===== config.mk =====
export PLATFORM = sky130hd
export DESIGN_NAME = beam_matrix_to_midi_note_flat
export DESIGN_NICKNAME = d
export VERILOG_FILES = /design/src/bmm_pkg.sv /design/src/bmm_scan_if.sv /design/src/bmm_midi_if.sv /design/src/bmm_axis_pick.sv /design/src/bmm_emit.sv /design/src/beam_matrix_to_midi_note.sv /design/src/flat_wrapper.sv
export VERILOG_INCLUDE_DIRS = /design/src /design/src/src
export SDC_FILE = /design/constraint.sdc
export NUM_CORES = 1
export LEC_CHECK = 0
export BUFFER_PORTS_ARGS = -buffer_cell sky130_fd_sc_hd__buf_4
export CAP_MARGIN = 0
export CORE_MARGIN = 2
export CORE_UTILIZATION = 55
export CTS_BUF_LIST = sky130_fd_sc_hd__clkbuf_8
export CTS_CLUSTER_DIAMETER = 50
export DETAILED_ROUTE_END_ITERATION = 6
export PLACE_DENSITY = 0.9
export RECOVER_POWER = 25
export SKIP_LAST_GASP = 1
export SLEW_MARGIN = 15
export SYNTH_ARGS = -nofsm -noshare
export SYNTH_HDL_FRONTEND = slang
export SYNTH_HIERARCHICAL = 1
export SYNTH_SLANG_ARGS = --single-unit
export TNS_END_PERCENT = 20

===== constraint.sdc =====
create_clock -name clk -period 14 [get_ports clk]
set_input_delay 2.8 -clock clk [delete_from_list [all_inputs] [get_ports clk]]
set_output_delay 2.8 -clock clk [all_outputs]
set_load 0.1 [all_outputs]

===== src/beam_matrix_to_midi_note_macros.svh =====
// ----------------------------------------------------------------------------
// Assertion macros for the beam matrix to MIDI note block
// Shared property wrappers that report through $error.
// ----------------------------------------------------------------------------
`ifndef BEAM_MATRIX_TO_MIDI_NOTE_MACROS_SVH
`define BEAM_MATRIX_TO_MIDI_NOTE_MACROS_SVH

// A condition that must hold at every clock edge out of reset.
`define BMM_ASSERT_ALWAYS(label, cond) \
    label: assert property (@(posedge clk) disable iff (!rst_n) (cond)) \
        else $error("bmm: invariant violated");

// A trigger that must be followed by a condition in the next cycle.
`define BMM_ASSERT_NEXT(label, trig, cond) \
    label: assert property (@(posedge clk) disable iff (!rst_n) (trig) |=> (cond)) \
        else $error("bmm: sequence violated");

`endif


===== src/bmm_pkg.sv =====
// ----------------------------------------------------------------------------
// bmm_pkg
// Types, constants and the note table for the beam matrix to MIDI note block.
// ----------------------------------------------------------------------------
package bmm_pkg;

    localparam int MAX_BEAMS = 8;

    localparam logic [3:0] IDX_NONE       = 4'hF;
    localparam logic [3:0] BEAMS_RESET    = 4'd8;
    localparam logic [7:0] STATUS_NOTE_ON = 8'h90;
    localparam logic [7:0] VEL_PRESS      = 8'd127;
    localparam logic [7:0] VEL_RELEASE    = 8'd0;
    localparam int         ROM_VALID_BIT  = 7;

    // Register word indexes on the configuration port.
    localparam logic REG_BEAMS_PER_AXIS = 1'b0;

    // Bit 7 marks a present entry; bits 6..0 hold the note. Index is {row, col}.
    localparam logic [7:0] NOTE_ROM [0:63] = '{
        8'd0,   8'd200, 8'd201, 8'd209, 8'd210, 8'd218, 8'd0,   8'd226,
        8'd188, 8'd189, 8'd202, 8'd203, 8'd211, 8'd0,   8'd219, 8'd220,
        8'd182, 8'd190, 8'd191, 8'd204, 8'd0,   8'd212, 8'd213, 8'd221,
        8'd183, 8'd184, 8'd192, 8'd0,   8'd205, 8'd206, 8'd214, 8'd215,
        8'd177, 8'd185, 8'd0,   8'd193, 8'd194, 8'd207, 8'd208, 8'd216,
        8'd178, 8'd0,   8'd186, 8'd187, 8'd195, 8'd196, 8'd209, 8'd210,
        8'd0,   8'd179, 8'd180, 8'd188, 8'd189, 8'd197, 8'd198, 8'd211,
        8'd172, 8'd173, 8'd181, 8'd182, 8'd190, 8'd191, 8'd199, 8'd0
    };

    // Release and press requests handed from the decoder to the byte emitter.
    typedef struct packed {
        logic       release_note;
        logic       press_note;
        logic [6:0] release_value;
        logic [6:0] press_value;
    } msg_t;

endpackage


===== src/bmm_scan_if.sv =====
// ----------------------------------------------------------------------------
// bmm_scan_if
// Valid/ready channel that carries one beam sensor scan.
// ----------------------------------------------------------------------------
interface bmm_scan_if;
    logic        valid;
    logic        ready;
    logic [15:0] beam_mask;

    modport source (output valid, output beam_mask, input ready);
    modport sink (input valid, input beam_mask, output ready);
endinterface


===== src/bmm_midi_if.sv =====
// ----------------------------------------------------------------------------
// bmm_midi_if
// Valid/ready channel that carries one MIDI byte and its end-of-scan flag.
// ----------------------------------------------------------------------------
interface bmm_midi_if;
    logic       valid;
    logic       ready;
    logic [7:0] midi_byte;
    logic       last_byte;

    modport source (output valid, output midi_byte, output last_byte, input ready);
    modport sink (input valid, input midi_byte, input last_byte, output ready);
endinterface


===== src/bmm_axis_pick.sv =====
// ----------------------------------------------------------------------------
// bmm_axis_pick
// Selects the beam index of one axis from its lit beams and the held index.
// ----------------------------------------------------------------------------
module bmm_axis_pick (
    input  logic [7:0] axis,
    input  logic [3:0] size,
    input  logic [3:0] held,
    output logic [3:0] index
);

    logic       held_lit;
    logic [3:0] found;
    logic [3:0] count;

    // The axis bits above size are already masked off by the caller.
    always_comb
    begin
        found = bmm_pkg::IDX_NONE;
        count = 4'd0;
        for (int i = 0; i < bmm_pkg::MAX_BEAMS; i++)
        begin
            if (axis[3'(i)])
            begin
                found = 4'(i);
                count = count + 4'd1;
            end
        end
    end

    assign held_lit = (held < size) && axis[held[2:0]];

    always_comb
    begin
        if (held_lit)
            index = held;
        else if (count == 4'd1)
            index = found;
        else
            index = bmm_pkg::IDX_NONE;
    end

endmodule


===== src/bmm_emit.sv =====
// ----------------------------------------------------------------------------
// bmm_emit
// Serializes the release and press messages of one scan into MIDI bytes.
// ----------------------------------------------------------------------------
module bmm_emit (
    input  logic              clk,
    input  logic              rst_n,
    input  logic              load,
    input  bmm_pkg::msg_t     msg,
    output logic              free,
    bmm_midi_if.source        out
);

    logic          busy_reg;
    logic [2:0]    pos_reg;
    bmm_pkg::msg_t msg_reg;

    logic          in_release;
    logic [2:0]    last_pos;
    logic [2:0]    offset;
    logic          is_last;
    logic          out_done;

    // Release bytes come first when both messages are present.
    assign in_release = msg_reg.release_note && (pos_reg < 3'd3);
    assign offset     = (pos_reg >= 3'd3) ? pos_reg - 3'd3 : pos_reg;
    assign last_pos   = (msg_reg.release_note && msg_reg.press_note) ? 3'd5 : 3'd2;
    assign is_last    = (pos_reg == last_pos);
    assign out_done   = busy_reg && out.ready;
    assign free       = !busy_reg || (out_done && is_last);

    always_comb
    begin
        case (offset)
            3'd0:    out.midi_byte = bmm_pkg::STATUS_NOTE_ON;
            3'd1:    out.midi_byte = in_release ? {1'b0, msg_reg.release_value}
                                                : {1'b0, msg_reg.press_value};
            3'd2:    out.midi_byte = in_release ? bmm_pkg::VEL_RELEASE
                                                : bmm_pkg::VEL_PRESS;
            default: out.midi_byte = bmm_pkg::STATUS_NOTE_ON;
        endcase
    end

    assign out.valid     = busy_reg;
    assign out.last_byte = is_last;

    always_ff @(posedge clk or negedge rst_n)
    begin
        if (!rst_n)
        begin
            busy_reg <= 1'b0;
            pos_reg  <= 3'd0;
        end
        else if (load)
        begin
            busy_reg <= 1'b1;
            pos_reg  <= 3'd0;
        end
        else if (out_done)
        begin
            busy_reg <= !is_last;
            pos_reg  <= pos_reg + 3'd1;
        end
    end

    always_ff @(posedge clk)
    begin
        if (load)
            msg_reg <= msg;
    end

endmodule


===== src/beam_matrix_to_midi_note.sv =====
// Latency: a scan is captured in the input register, decoded combinationally from it
// and loaded into the serializer register, which drives the first byte; bytes then
// leave one per cycle while midi.ready is high. Throughput: one scan per cycle when
// no bytes result; otherwise the next scan waits until the last byte is taken.
// Reset: held indexes return to none, no note sounds, beams_per_axis is 8.
// ----------------------------------------------------------------------------
// beam_matrix_to_midi_note
// Converts crossed-beam sensor scans into MIDI note-on and release bytes.
// ----------------------------------------------------------------------------
`include "beam_matrix_to_midi_note_macros.svh"

module beam_matrix_to_midi_note (
    input  logic        clk,
    input  logic        rst_n,
    input  logic        psel,
    input  logic        penable,
    input  logic        pwrite,
    input  logic [2:0]  paddr,
    input  logic [31:0] pwdata,
    output logic [31:0] prdata,
    output logic        pready,
    bmm_scan_if.sink    scan,
    bmm_midi_if.source  midi
);

    logic [3:0]    beams_reg;
    logic          scan_valid_reg;
    logic [15:0]   mask_reg;
    logic [3:0]    held_x_reg;
    logic [3:0]    held_y_reg;
    logic          sounding_reg;
    logic [6:0]    note_reg;

    logic          cfg_write;
    logic [3:0]    size;
    logic [7:0]    field;
    logic [15:0]   y_shift;
    logic [7:0]    x_axis;
    logic [7:0]    y_axis;
    logic [3:0]    next_x;
    logic [3:0]    next_y;
    logic          changed;
    logic [2:0]    row;
    logic [2:0]    col;
    logic [7:0]    entry;
    logic          press;
    logic          emit_free;
    logic          advance;
    logic          load;
    bmm_pkg::msg_t msg;

    // Configuration port
    assign pready    = 1'b1;
    assign cfg_write = psel && penable && pwrite && (paddr[2] == bmm_pkg::REG_BEAMS_PER_AXIS);
    assign prdata    = (paddr[2] == bmm_pkg::REG_BEAMS_PER_AXIS) ? {28'd0, beams_reg} : 32'd0;

    always_ff @(posedge clk or negedge rst_n)
    begin
        if (!rst_n)
            beams_reg <= bmm_pkg::BEAMS_RESET;
        else if (cfg_write)
            beams_reg <= pwdata[3:0];
    end

    // Input register
    assign advance    = scan_valid_reg && emit_free;
    assign scan.ready = !scan_valid_reg || advance;

    always_ff @(posedge clk or negedge rst_n)
    begin
        if (!rst_n)
            scan_valid_reg <= 1'b0;
        else if (scan.ready)
            scan_valid_reg <= scan.valid;
    end

    always_ff @(posedge clk)
    begin
        if (scan.valid && scan.ready)
            mask_reg <= scan.beam_mask;
    end

    // Decode
    always_comb
    begin
        if (beams_reg == 4'd0)
            size = 4'd1;
        else if (beams_reg > 4'(bmm_pkg::MAX_BEAMS))
            size = 4'(bmm_pkg::MAX_BEAMS);
        else
            size = beams_reg;
    end

    assign field   = 8'((9'd1 << size) - 9'd1);
    assign y_shift = mask_reg >> size;
    assign x_axis  = mask_reg[7:0] & field;
    assign y_axis  = y_shift[7:0] & field;

    bmm_axis_pick u_pick_x (
        .axis  (x_axis),
        .size  (size),
        .held  (held_x_reg),
        .index (next_x)
    );

    bmm_axis_pick u_pick_y (
        .axis  (y_axis),
        .size  (size),
        .held  (held_y_reg),
        .index (next_y)
    );

    assign changed = (next_x != held_x_reg) || (next_y != held_y_reg);

    // The table is laid out with the highest beam index first on both axes.
    assign row   = size[2:0] - 3'd1 - next_y[2:0];
    assign col   = size[2:0] - 3'd1 - next_x[2:0];
    assign entry = bmm_pkg::NOTE_ROM[{row, col}];
    assign press = (next_x != bmm_pkg::IDX_NONE) && (next_y != bmm_pkg::IDX_NONE)
                   && entry[bmm_pkg::ROM_VALID_BIT];

    assign msg.release_note  = sounding_reg;
    assign msg.press_note    = press;
    assign msg.release_value = note_reg;
    assign msg.press_value   = entry[6:0];

    assign load = advance && changed && (sounding_reg || press);

    always_ff @(posedge clk or negedge rst_n)
    begin
        if (!rst_n)
        begin
            held_x_reg   <= bmm_pkg::IDX_NONE;
            held_y_reg   <= bmm_pkg::IDX_NONE;
            sounding_reg <= 1'b0;
            note_reg     <= 7'd0;
        end
        else if (advance && changed)
        begin
            held_x_reg   <= next_x;
            held_y_reg   <= next_y;
            sounding_reg <= press;
            if (press)
                note_reg <= entry[6:0];
        end
    end

    bmm_emit u_emit (
        .clk   (clk),
        .rst_n (rst_n),
        .load  (load),
        .msg   (msg),
        .free  (emit_free),
        .out   (midi)
    );

    // A sounding note always belongs to a complete pair.
    `BMM_ASSERT_ALWAYS(a_sounding_pair,
        !sounding_reg || (held_x_reg != bmm_pkg::IDX_NONE && held_y_reg != bmm_pkg::IDX_NONE))
    // A transaction that is not the last byte is followed by more bytes.
    `BMM_ASSERT_NEXT(a_more_bytes, midi.valid && midi.ready && !midi.last_byte, midi.valid)
    // A held index is either none or inside the array.
    `BMM_ASSERT_ALWAYS(a_held_range,
        (held_x_reg == bmm_pkg::IDX_NONE || held_x_reg < 4'(bmm_pkg::MAX_BEAMS))
        && (held_y_reg == bmm_pkg::IDX_NONE || held_y_reg < 4'(bmm_pkg::MAX_BEAMS)))

endmodule

===== src/flat_wrapper.sv =====
// flat-port wrapper written by rule: the top's interface ports become plain ports
module beam_matrix_to_midi_note_flat 
  (clk, rst_n, psel, penable, pwrite, paddr, pwdata, prdata, pready, scan_valid, scan_beam_mask, scan_ready, midi_valid, midi_midi_byte, midi_last_byte, midi_ready);
  bmm_scan_if scan_i ();
  bmm_midi_if midi_i ();
  input  logic clk;
  input  logic rst_n;
  input  logic psel;
  input  logic penable;
  input  logic pwrite;
  input  logic [2:0] paddr;
  input  logic [31:0] pwdata;
  output logic [31:0] prdata;
  output logic pready;
  input wire logic [$bits(scan_i.valid)-1:0] scan_valid;
  input wire logic [$bits(scan_i.beam_mask)-1:0] scan_beam_mask;
  output wire logic [$bits(scan_i.ready)-1:0] scan_ready;
  output wire logic [$bits(midi_i.valid)-1:0] midi_valid;
  output wire logic [$bits(midi_i.midi_byte)-1:0] midi_midi_byte;
  output wire logic [$bits(midi_i.last_byte)-1:0] midi_last_byte;
  input wire logic [$bits(midi_i.ready)-1:0] midi_ready;
  assign scan_i.valid = scan_valid;
  assign scan_i.beam_mask = scan_beam_mask;
  assign scan_ready = scan_i.ready;
  assign midi_valid = midi_i.valid;
  assign midi_midi_byte = midi_i.midi_byte;
  assign midi_last_byte = midi_i.last_byte;
  assign midi_i.ready = midi_ready;
  beam_matrix_to_midi_note u_core (.clk(clk), .rst_n(rst_n), .psel(psel), .penable(penable), .pwrite(pwrite), .paddr(paddr), .pwdata(pwdata), .prdata(prdata), .pready(pready), .scan(scan_i), .midi(midi_i));
endmodule

== Yosys cells after proc, flatten, opt, wreduce, memory -nomap -nowiden ==
Memory sizes are Yosys's and may differ from the RTL's.
Cells that the tools add are included.
W data, S select, Z words.

* Register bits: 57
* Bits in latches: 0
* Memory bits (writable): 0
* Memory bits (read-only): 512
* Input port bits: 58
* Memories kept: 1

* $add $sub $neg: 12
* Multiply operators: 0
* Divide/modulo/power cells: 0
* Magnitude comparators: 8
* Eq/ne operators: 9
* Shifts and indexed selects: 2
* Mux-type cells: 38
* Bitwise operators: 4
* Reductions and logical operators: 25

{| class="wikitable"
|+ Memory list
! name !! depth !! bits a word !! rd ports !! clocked after memory_dff !! wr ports !! line !! source
|-
| (no name shown) || 64 || 8 || 1 || 0 || 0 || beam_matrix_to_midi_note.sv:118 || <nowiki>assign entry = bmm_pkg::NOTE_ROM[{row, col}];</nowiki>
|}

{| class="wikitable"
|+ Operator list
! cell !! number
|-
| $mux W4 || 21
|-
| $add A4 B1 Y4 const B || 4
|-
| $and A8 B8 Y8 || 2
|-
| $mux W8 || 2
|-
| $pmux W8 S2 || 1
|-
| $shr A16 B4 Y8 || 1
|-
| $logic_and A1 B1 Y1 || 15
|-
| $mux W7 || 2
|-
| $mux W3 || 4
|-
| $eq A4 B1 Y1 const B || 2
|-
| $lt A3 B4 Y1 const B || 2
|-
| $lt A4 B4 Y1 || 2
|-
| $ne A4 B4 Y1 || 2
|-
| $ne A4 B4 Y1 const B || 2
|-
| $shl A1 B4 Y8 const A || 1
|-
| $sub A8 B1 Y8 const B || 1
|-
| $ge A7 B7 Y1 const B || 1
|-
| $not A6 Y7 || 1
|-
| $bmux W1 S3 || 2
|-
| $mux W1 || 6
|-
| $sub A3 B3 Y3 || 2
|-
| $add A1 B1 Y2 const B || 2
|-
| $gt A4 B4 Y1 const B || 1
|-
| $logic_not A4 Y1 || 1
|-
| other kinds (13) || 18
|}

== Depth between registers and ports, before layout ==
Gate-level depths: netlist (run 1).

* Depth in word-level cells: 25
* Mapped depth: 32

== By module ==
Netlist (run 1), hierarchy kept.

{| class="wikitable"
|+ By module, submodules not included
! module !! instances !! cells each !! area each (um^2) !! sequential area each (um^2)
|-
| beam_matrix_to_midi_note || 1 || 399 || 3574.7 || 1017.2
|-
| bmm_emit || 1 || 73 || 935.9 || 580.6
|-
| bmm_axis_pick || 2 || 49 || 385.4 || 0.0
|}

== Least setup slack after synthesis (run 1) ==
Ideal clock, no wire load.

* Kind: input port to output port
* Start: input port paddr[2]
* End: output port prdata[0]
* Data arrival time: 4135 ps
* Required time: 11200 ps
* Path slack: 7065 ps
* Stages on the path: 1
* Path buffers: 0
* Path through: nor2b_1

* Cells in the longest elaborated chain, start to end: 1

{| class="wikitable"
|+ Ends and longest elaborated chain
! what !! line !! source
|-
| start, declared || flat_wrapper.sv:11 || <nowiki>input logic [2:0] paddr;</nowiki>
|-
| $mux W4 || beam_matrix_to_midi_note.sv:55 || <nowiki>assign prdata = (paddr[2] == bmm_pkg::REG_BEAMS_PER_AXIS) ? {28'd0, beams_reg} : 32'd0;</nowiki>
|-
| end, declared || flat_wrapper.sv:13 || <nowiki>output logic [31:0] prdata;</nowiki>
|}

No other way between the ends.

== Worst setup path after layout (run 1) ==
* Start: register u_core.beams_reg[2]
* End: register u_core/u_emit/msg_reg[2] in the netlist's numbering, enable pin

* Elaborated cells on any way between the ends: 62
* Those cells by class: add/sub: 10; order compare: 3; eq/ne: 6; shift: 2; mux: 28; bitwise: 3; reduce/logical: 9; memory: 1

{| class="wikitable"
|+ RTL lines
! what !! line !! source
|-
| start, declared || beam_matrix_to_midi_note.sv:26 || <nowiki>logic [3:0] beams_reg;</nowiki>
|-
| start signal, assigned || beam_matrix_to_midi_note.sv:60 || <nowiki>beams_reg <= bmm_pkg::BEAMS_RESET;</nowiki>
|-
| start signal, assigned || beam_matrix_to_midi_note.sv:62 || <nowiki>beams_reg <= pwdata[3:0];</nowiki>
|-
| $gt A4 B4 Y1 || beam_matrix_to_midi_note.sv:88 || <nowiki>else if (beams_reg > 4'(bmm_pkg::MAX_BEAMS))</nowiki>
|-
| $mux W4 || beam_matrix_to_midi_note.sv:88 ||
|-
| $mux W4 (*) || beam_matrix_to_midi_note.sv:86 || <nowiki>if (beams_reg == 4'd0)</nowiki>
|-
| $shl A1 B4 Y8 (*) || beam_matrix_to_midi_note.sv:94 || <nowiki>assign field = 8'((9'd1 << size) - 9'd1);</nowiki>
|-
| $sub A8 B1 Y8 (*) || beam_matrix_to_midi_note.sv:94 ||
|-
| $and A8 B8 Y8 (*) || beam_matrix_to_midi_note.sv:96 || <nowiki>assign x_axis = mask_reg[7:0] & field;</nowiki>
|-
| net u_core.x_axis[6] || beam_matrix_to_midi_note.sv:38 || <nowiki>logic [7:0] x_axis;</nowiki>
|-
| $bmux W1 S3 (*) || bmm_axis_pick.sv:31 || <nowiki>assign held_lit = (held < size) && axis[held[2:0]];</nowiki>
|-
| [3 not listed] || - ||
|-
| net u_core.next_x[0] || beam_matrix_to_midi_note.sv:40 || <nowiki>logic [3:0] next_x;</nowiki>
|-
| [1 not listed] || - ||
|-
| $not A6 Y7 (implied by the code) || beam_matrix_to_midi_note.sv:118 ||
|-
| $mem_v2 Z64 W8 || - ||
|-
| $mux W8 (implied by the code) (2 in series) || beam_matrix_to_midi_note.sv:118 ||
|-
| $logic_and A1 B1 Y1 (*) || beam_matrix_to_midi_note.sv:120 || <nowiki>&& entry[bmm_pkg::ROM_VALID_BIT];</nowiki>
|-
| net u_core.press || beam_matrix_to_midi_note.sv:46 || <nowiki>logic press;</nowiki>
|-
| $logic_or A1 B1 Y1 (*) || beam_matrix_to_midi_note.sv:127 || <nowiki>assign load = advance && changed && (sounding_reg || press);</nowiki>
|-
| $logic_and A1 B1 Y1 (*) || beam_matrix_to_midi_note.sv:127 ||
|-
| net u_core.load || beam_matrix_to_midi_note.sv:49 || <nowiki>logic load;</nowiki>
|-
| end signal, assigned || bmm_emit.sv:69 || <nowiki>msg_reg <= msg;</nowiki>
|-
| end, declared || bmm_emit.sv:16 || <nowiki>bmm_pkg::msg_t msg_reg;</nowiki>
|}

Mark *: on every way through the listed nets, which the timed path passes. The rest lies on a longest branch. The select of a mux whose other input is x is not followed.
A chain may end at the register's enable or synchronous reset.

==> results of run 1 <==
-- cells by family (layout without fill, tap and decap cells) --
kind of cell / count (synthesis) / count (layout) / share of synthesized area (%)
simple gates: 176 / 176 / 17.44
compound gates: 128 / 128 / 17.82
buf+inv: 95 / 94 / 9.358
flops: 57 / 57 / 30.25
other cells: 2 / 29 / 0.1422
fa+ha+maj: 35 / 35 / 8.576
mux: 57 / 57 / 12.96
xor+xnor: 20 / 20 / 3.459
-- cell usage in the layout (no fill, tap or decap), types with 3 or more instances in the layout --
master	synthesis	final
a211o_1	5	5
a211oi_1	7	7
a21o_1	6	6
a21oi_1	20	20
a31oi_1	7	7
and2_1	6	6
and3_1	5	5
buf_4	29	42
clkbuf_8	0	9
clkinv_2	0	4
conb_1	2	29
dfrtp_1	16	16
dfstp_2	9	9
edfxtp_1	32	32
ha_1	33	33
inv_1	34	35
mux2_1	6	6
mux2_2	19	19
mux2i_1	26	26
mux4_2	4	4
nand2_1	39	39
nand2b_1	10	10
nand3_1	36	36
nand3b_1	3	3
nand4_1	3	3
nor2_1	33	33
nor2b_1	14	14
nor3_1	8	8
nor4_1	3	3
o211ai_1	6	6
o21a_1	4	4
o21ai_0	25	25
o21ai_1	3	3
o21bai_1	3	3
o221ai_1	3	3
or3_1	4	4
xnor2_1	7	7
xor2_1	12	12
-- path summary, 6_finish.rpt --
| kind | end | cells after the start |
|---|---|---|
| max | u_core/u_emit/msg_reg[2]$_DFFE_PP_ | 25 |
| min reg2reg | u_core/u_emit/msg_reg[8]$_DFFE_PP_ | 0 |
| max in group asynchronous | u_core/u_emit/pos_reg[1]$_DFFE_PN0P_ | 1 |
| max reg2reg | u_core/u_emit/msg_reg[2]$_DFFE_PP_ | 25 |
| min in group asynchronous | u_core/note_reg[0]$_DFFE_PN0P_ | 1 |
| min | u_core/u_emit/msg_reg[8]$_DFFE_PP_ | 0 |
-- per-layer routing --
metal / up-vias / global-route usage [%]
met1: 2083 / 29.95
met5: - / 0
li1: 2068 / -
met2: 197 / 42.11
met3: 22 / 4.925
met4: 0 / 7.487
-- stage by stage --
| stage | cells | instance area, sq um |
|---|---|---|
| 6_report | 725 | 5663 |
| 5_1_grt | 725 | 5663 |
| 4_1_cts | 725 | 5667 |
| 3_5_place_dp | 709 | 5504 |
| 3_3_place_gp | 709 | 5504 |
| 2_1_floorplan | 597 | 5383 |
-- area by class of cell --
class	count	area share, %
clock buffers	9	2.187
clock inverters	7	0.6849
inverters	35	2.320
multi-input cells	445	58.11
flip-flops and latches	57	28.21
well taps	129	2.850
repair buffers	43	5.634
-- worst max-delay path, cell delays in order (launching register included) --
cell,delay (ps)
dfrtp_1,670
o21bai_1,350
and2_1,680
inv_1,190
ha_1,340
nand2_1,110
ha_1,180
a21boi_0,270
mux2_2,370
nor2_1,80
a21oi_1,70
nor2b_1,150
mux2_2,160
a21oi_1,100
a211o_1,380
mux2i_1,240
and3_1,210
fa_1,930
inv_1,300
ha_1,360
nand2_1,120
nor4_1,70
a41oi_1,200
o2111ai_1,160
a311oi_2,460
o21a_1,680
==> impl_metrics.ini, run 1 <==
[run_status]
status = complete, but fails checks
violations = max-capacitance violations, max-slew violations

[hold_path]
hp-start = u_core/note_reg[1]$_DFFE_PN0P_
min_path_type = register to register

[route]
wl_met1_microns = 5046
drt_iter0_drc = 363
ant_nets = 0
firstDrtPassIters = 6
drc = 0
via_per_inst = 6.028
met3WireLength_microns = 746
routed_wl_microns = 12150
highest-signal-layer = met4
wire_per_inst_microns = 16.75
wl_met2_microns = 6193
vias = 4370

[logic_synthesis]
synth.cell_area_sq_um = 5281
ys_seq_elements = 57
synth-main-ff-cell = edfxtp_1
ys_types = 83
synth-edff-count = 32
yosysMostFrequentCell = nand2_1
synthArstFlopShare_pct = 43.86
synth.area.top_cells = edfxtp_1, ha_1, dfrtp_1, mux2i_1, dfstp_2
yosys_warnings = 6
postSynthAreaPerCell_sq_um = 9.265
postSynthCellCount = 570
synth.top_cell.area_share_pct = 18.19
synthTopCellsByCount = nand2_1, nand3_1, inv_1, ha_1, nor2_1
ys_seq_area_share_pct = 30.25
synth_top_area_cell = edfxtp_1

[clock_network]
cts_hold_buf = 0
cts_resized = 0
clk_latency_ps = 330
post-cts-setup-buffers = 0
path_clk_slew_ps = 70
clock_path_buffers = 2
cts_tree = yes
cts_made_buffers = 9
clkSinkCount = 57
root_buffer = clkbuf_8
h-tree-depth = 3

[place]
io_buffers = 42
place_congestion = 0.8748
place_ws_ps = 5938
hpwl_microns = 8892

[setup_path]
crit_arrival_ps = 8170
r2r-start = u_core/beams_reg[2]$_DFFE_PN0P_
r2r_slack_ps = 5790
end_kind = register
critPathLaunchType = register
worstSetupPathType = register to register
crit_path_max_fanout = 24
required_ps = 13960
crit_start = u_core/beams_reg[2]$_DFFE_PN0P_

[cells_and_area]
ff_latch_area_sq_um = 1598
fin_nets = 684
fill_cells = 758
final_util_pct = 61.00
diodes = 0
syn2layout_area_growth_pct = 7.226
multi_input_area_sq_um = 3291
drive_above_1_share_pct = 18.46

[timing]
fmax_mhz = 121.8
fin_setup_tns_ps = 0
final-setup-viol-count = 0
slew-limit-headroom_pct = -1.452
slew_violations = 26
finalHoldViolations = 0
worst_slack_ps = 5788
min_period_ps = 8212
clock_skew_ps = 8.555
finalCritPeriodShare_pct = 58.66
tightest_slew_ps = 1522
whs_ps = 450.3
rsz0062_at_grt = false

[global_routing]
antenna_found_initial = 0
grt_pass1_vias = 4250
grtUsageTotal_pct = 24.06
overflow = 0
grt_pass1_wl_microns = 20130
grt_max_degree = 26

[floorplan]
fp.dieH_microns = 102.0
rows = 35
pin_count = 102
die_x_microns = 102.0
die_area_sq_um = 10400
placeableCoreArea_sq_um = 9284
start_util_pct = 56.89

[flow_run]
max_cap_violations = 1
Power of run 1 is not shown: default switching activity piles up to over one toggle a cycle in this logic, so the estimate is an artifact.
==> run 2, diff against run 1 <==
ABC_AREA = 1   (was unset)
clock period = 8.1 ns   (was 14 ns; I/O delays follow)
==> impl_metrics.ini, run 2 <==
[clock_network]
clk_latency_ps = 350
post-cts-setup-buffers = 0
h-tree-depth = 3
cts_made_buffers = 9
cts_tree = yes
clkSinkCount = 57
clock_path_buffers = 2
path_clk_slew_ps = 70
cts_resized = 0
cts_hold_buf = 0
root_buffer = clkbuf_8

[cells_and_area]
fin_nets = 882
layout_common_cells = nand2_1, inv_1, nand3_1
syn2layout_area_growth_pct = 7.336
layout_commonest_cell = nand2_1
diodes = 0
drive_above_1_share_pct = 19.77

[floorplan]
rows = 36
pin_count = 102
start_util_pct = 56.62
placeableCoreArea_sq_um = 9729
die_area_sq_um = 10830
die_x_microns = 104.1
fp.dieH_microns = 104.1

[global_routing]
overflow = 0
grt_max_degree = 28
grt_pass1_wl_microns = 19940
grtUsageTotal_pct = 22.40
grt_pass1_vias = 4340
antenna_found_initial = 0

[logic_synthesis]
ys_seq_area_share_pct = 29.00
synthArstFlopShare_pct = 43.86
ys_seq_elements = 57
postSynthCellCount = 754
yosys_warnings = 6
synth_top_area_cell = edfxtp_1
synth.top_cell.area_share_pct = 17.44
synthTopCellsByCount = nand2_1, inv_1, nand3_1, o21ai_0, nor2_1
synth.cell_area_sq_um = 5509
synth.area.top_cells = edfxtp_1, nand2_1, ha_1, dfrtp_1, nand3_1
synth-main-ff-cell = edfxtp_1
yosysMostFrequentCell = nand2_1
ys_types = 52
postSynthAreaPerCell_sq_um = 7.306
synth-edff-count = 32

[setup_path]
critPathLaunchType = register
required_ps = 8320
slowest_stage = fa_1
end_kind = register
worstSetupPathType = register to register
crit_arrival_ps = 7530
crit_buf_inv = 10
crit_path_max_incr_delay_ps = 820
crit_path_max_fanout = 27
critPathTopFamily = adder cells

[timing]
finalCritPeriodShare_pct = 90.23
clock_skew_ps = 19.64
slew-limit-headroom_pct = 6.976
tightest_slew_ps = 1395
min_period_ps = 7308
fin_setup_tns_ps = 0
slew_violations = 0
worst_slack_ps = 791.5
fmax_mhz = 136.8
rsz0062_at_grt = false
final-setup-viol-count = 0
finalHoldViolations = 0

[place]
place_congestion = 0.9153
io_buffers = 42
place_ws_ps = 919.0
hpwl_microns = 8868

[route]
drc = 0
wl_met2_microns = 5528
ant_nets = 0
routed_wl_microns = 11870
highest-signal-layer = met4
wire_per_inst_microns = 12.80
via_per_inst = 5.323
met3WireLength_microns = 931
drt_iter0_drc = 500
wl_met1_microns = 5255
vias = 4934
firstDrtPassIters = 4

[flow_run]
max_cap_violations = 0

[run_status]
status = finished, final reports clean

[hold_path]
min_path_type = register to register
-- run 2: cell types whose count changed after synthesis, moves of 16 or more --
cell / previous run / this run
mux2i_1: 26 / 0
mux2_2: 19 / 0
inv_2: 0 / 17
nand4_1: 3 / 19
nand3_1: 36 / 61
inv_1: 34 / 72
nand2_1: 39 / 206
nand2_2: 2 / 26
o21ai_0: 25 / 44
clkbuf_1: 20 / 4
o21ai_1: 3 / 26
-- run 2: per-layer routing --
metal | vias to the layer above | GRT usage, %
li1 | 2476 | -
met3 | 14 | 4.073
met4 | 0 | 6.564
met2 | 227 | 37.03
met5 | - | 0
met1 | 2217 | 30.06
-- run 2: final cells by class --
type                    count  area, sq um
fillers                   888         3816
multi-input cells         580         3267
flip-flops and latches     57         1598
inverters                  96        376.6
repair buffers             45        334.1
well taps                 133        166.4
clock buffers               9        123.9
clock inverters             7        47.55
-- run 2: stage by stage --
step	cell area [sq um]	utilization (%)	hold WS [ps]	cells
after floorplan	5610	-	424.9	781
after global placement	5746	59.05	428.3	911
after detailed placement	5746	59.05	438.6	911
after CTS	5917	60.82	451.0	927
after global routing	5913	60.78	460.9	927
final	5913	60.78	453.7	927
-- run 2: path summary, 6_finish.rpt --
check	from	endpoint	slack, ps	cells past startpoint
min	u_core/note_reg[0]$_DFFE_PN0P_	u_core/u_emit/msg_reg[7]$_DFFE_PP_	450	0
max in group asynchronous	rst_n	u_core/beams_reg[2]$_DFFE_PN0P_	5690	1
min reg2reg	u_core/note_reg[0]$_DFFE_PN0P_	u_core/u_emit/msg_reg[7]$_DFFE_PP_	450	0
min in group asynchronous	rst_n	u_core/sounding_reg$_DFFE_PN0P_	1580	1
max reg2reg	u_core/beams_reg[3]$_DFFE_PN1P_	u_core/u_emit/pos_reg[1]$_DFFE_PN0P_	790	36
max	u_core/beams_reg[3]$_DFFE_PN1P_	u_core/u_emit/pos_reg[1]$_DFFE_PN0P_	790	36
-- run 2: logic make-up after synthesis --
kind of cell,synth area share [%]
adders and majority gates,8.222
xor gates and xnor gates,2.657
AOI/OAI and AO/OA,11.26
and+or+nand+nor,35.18
buffers and inverters,13.54
DFF,29.00
other,0.1363
Power of run 2 is left out for the same reason.
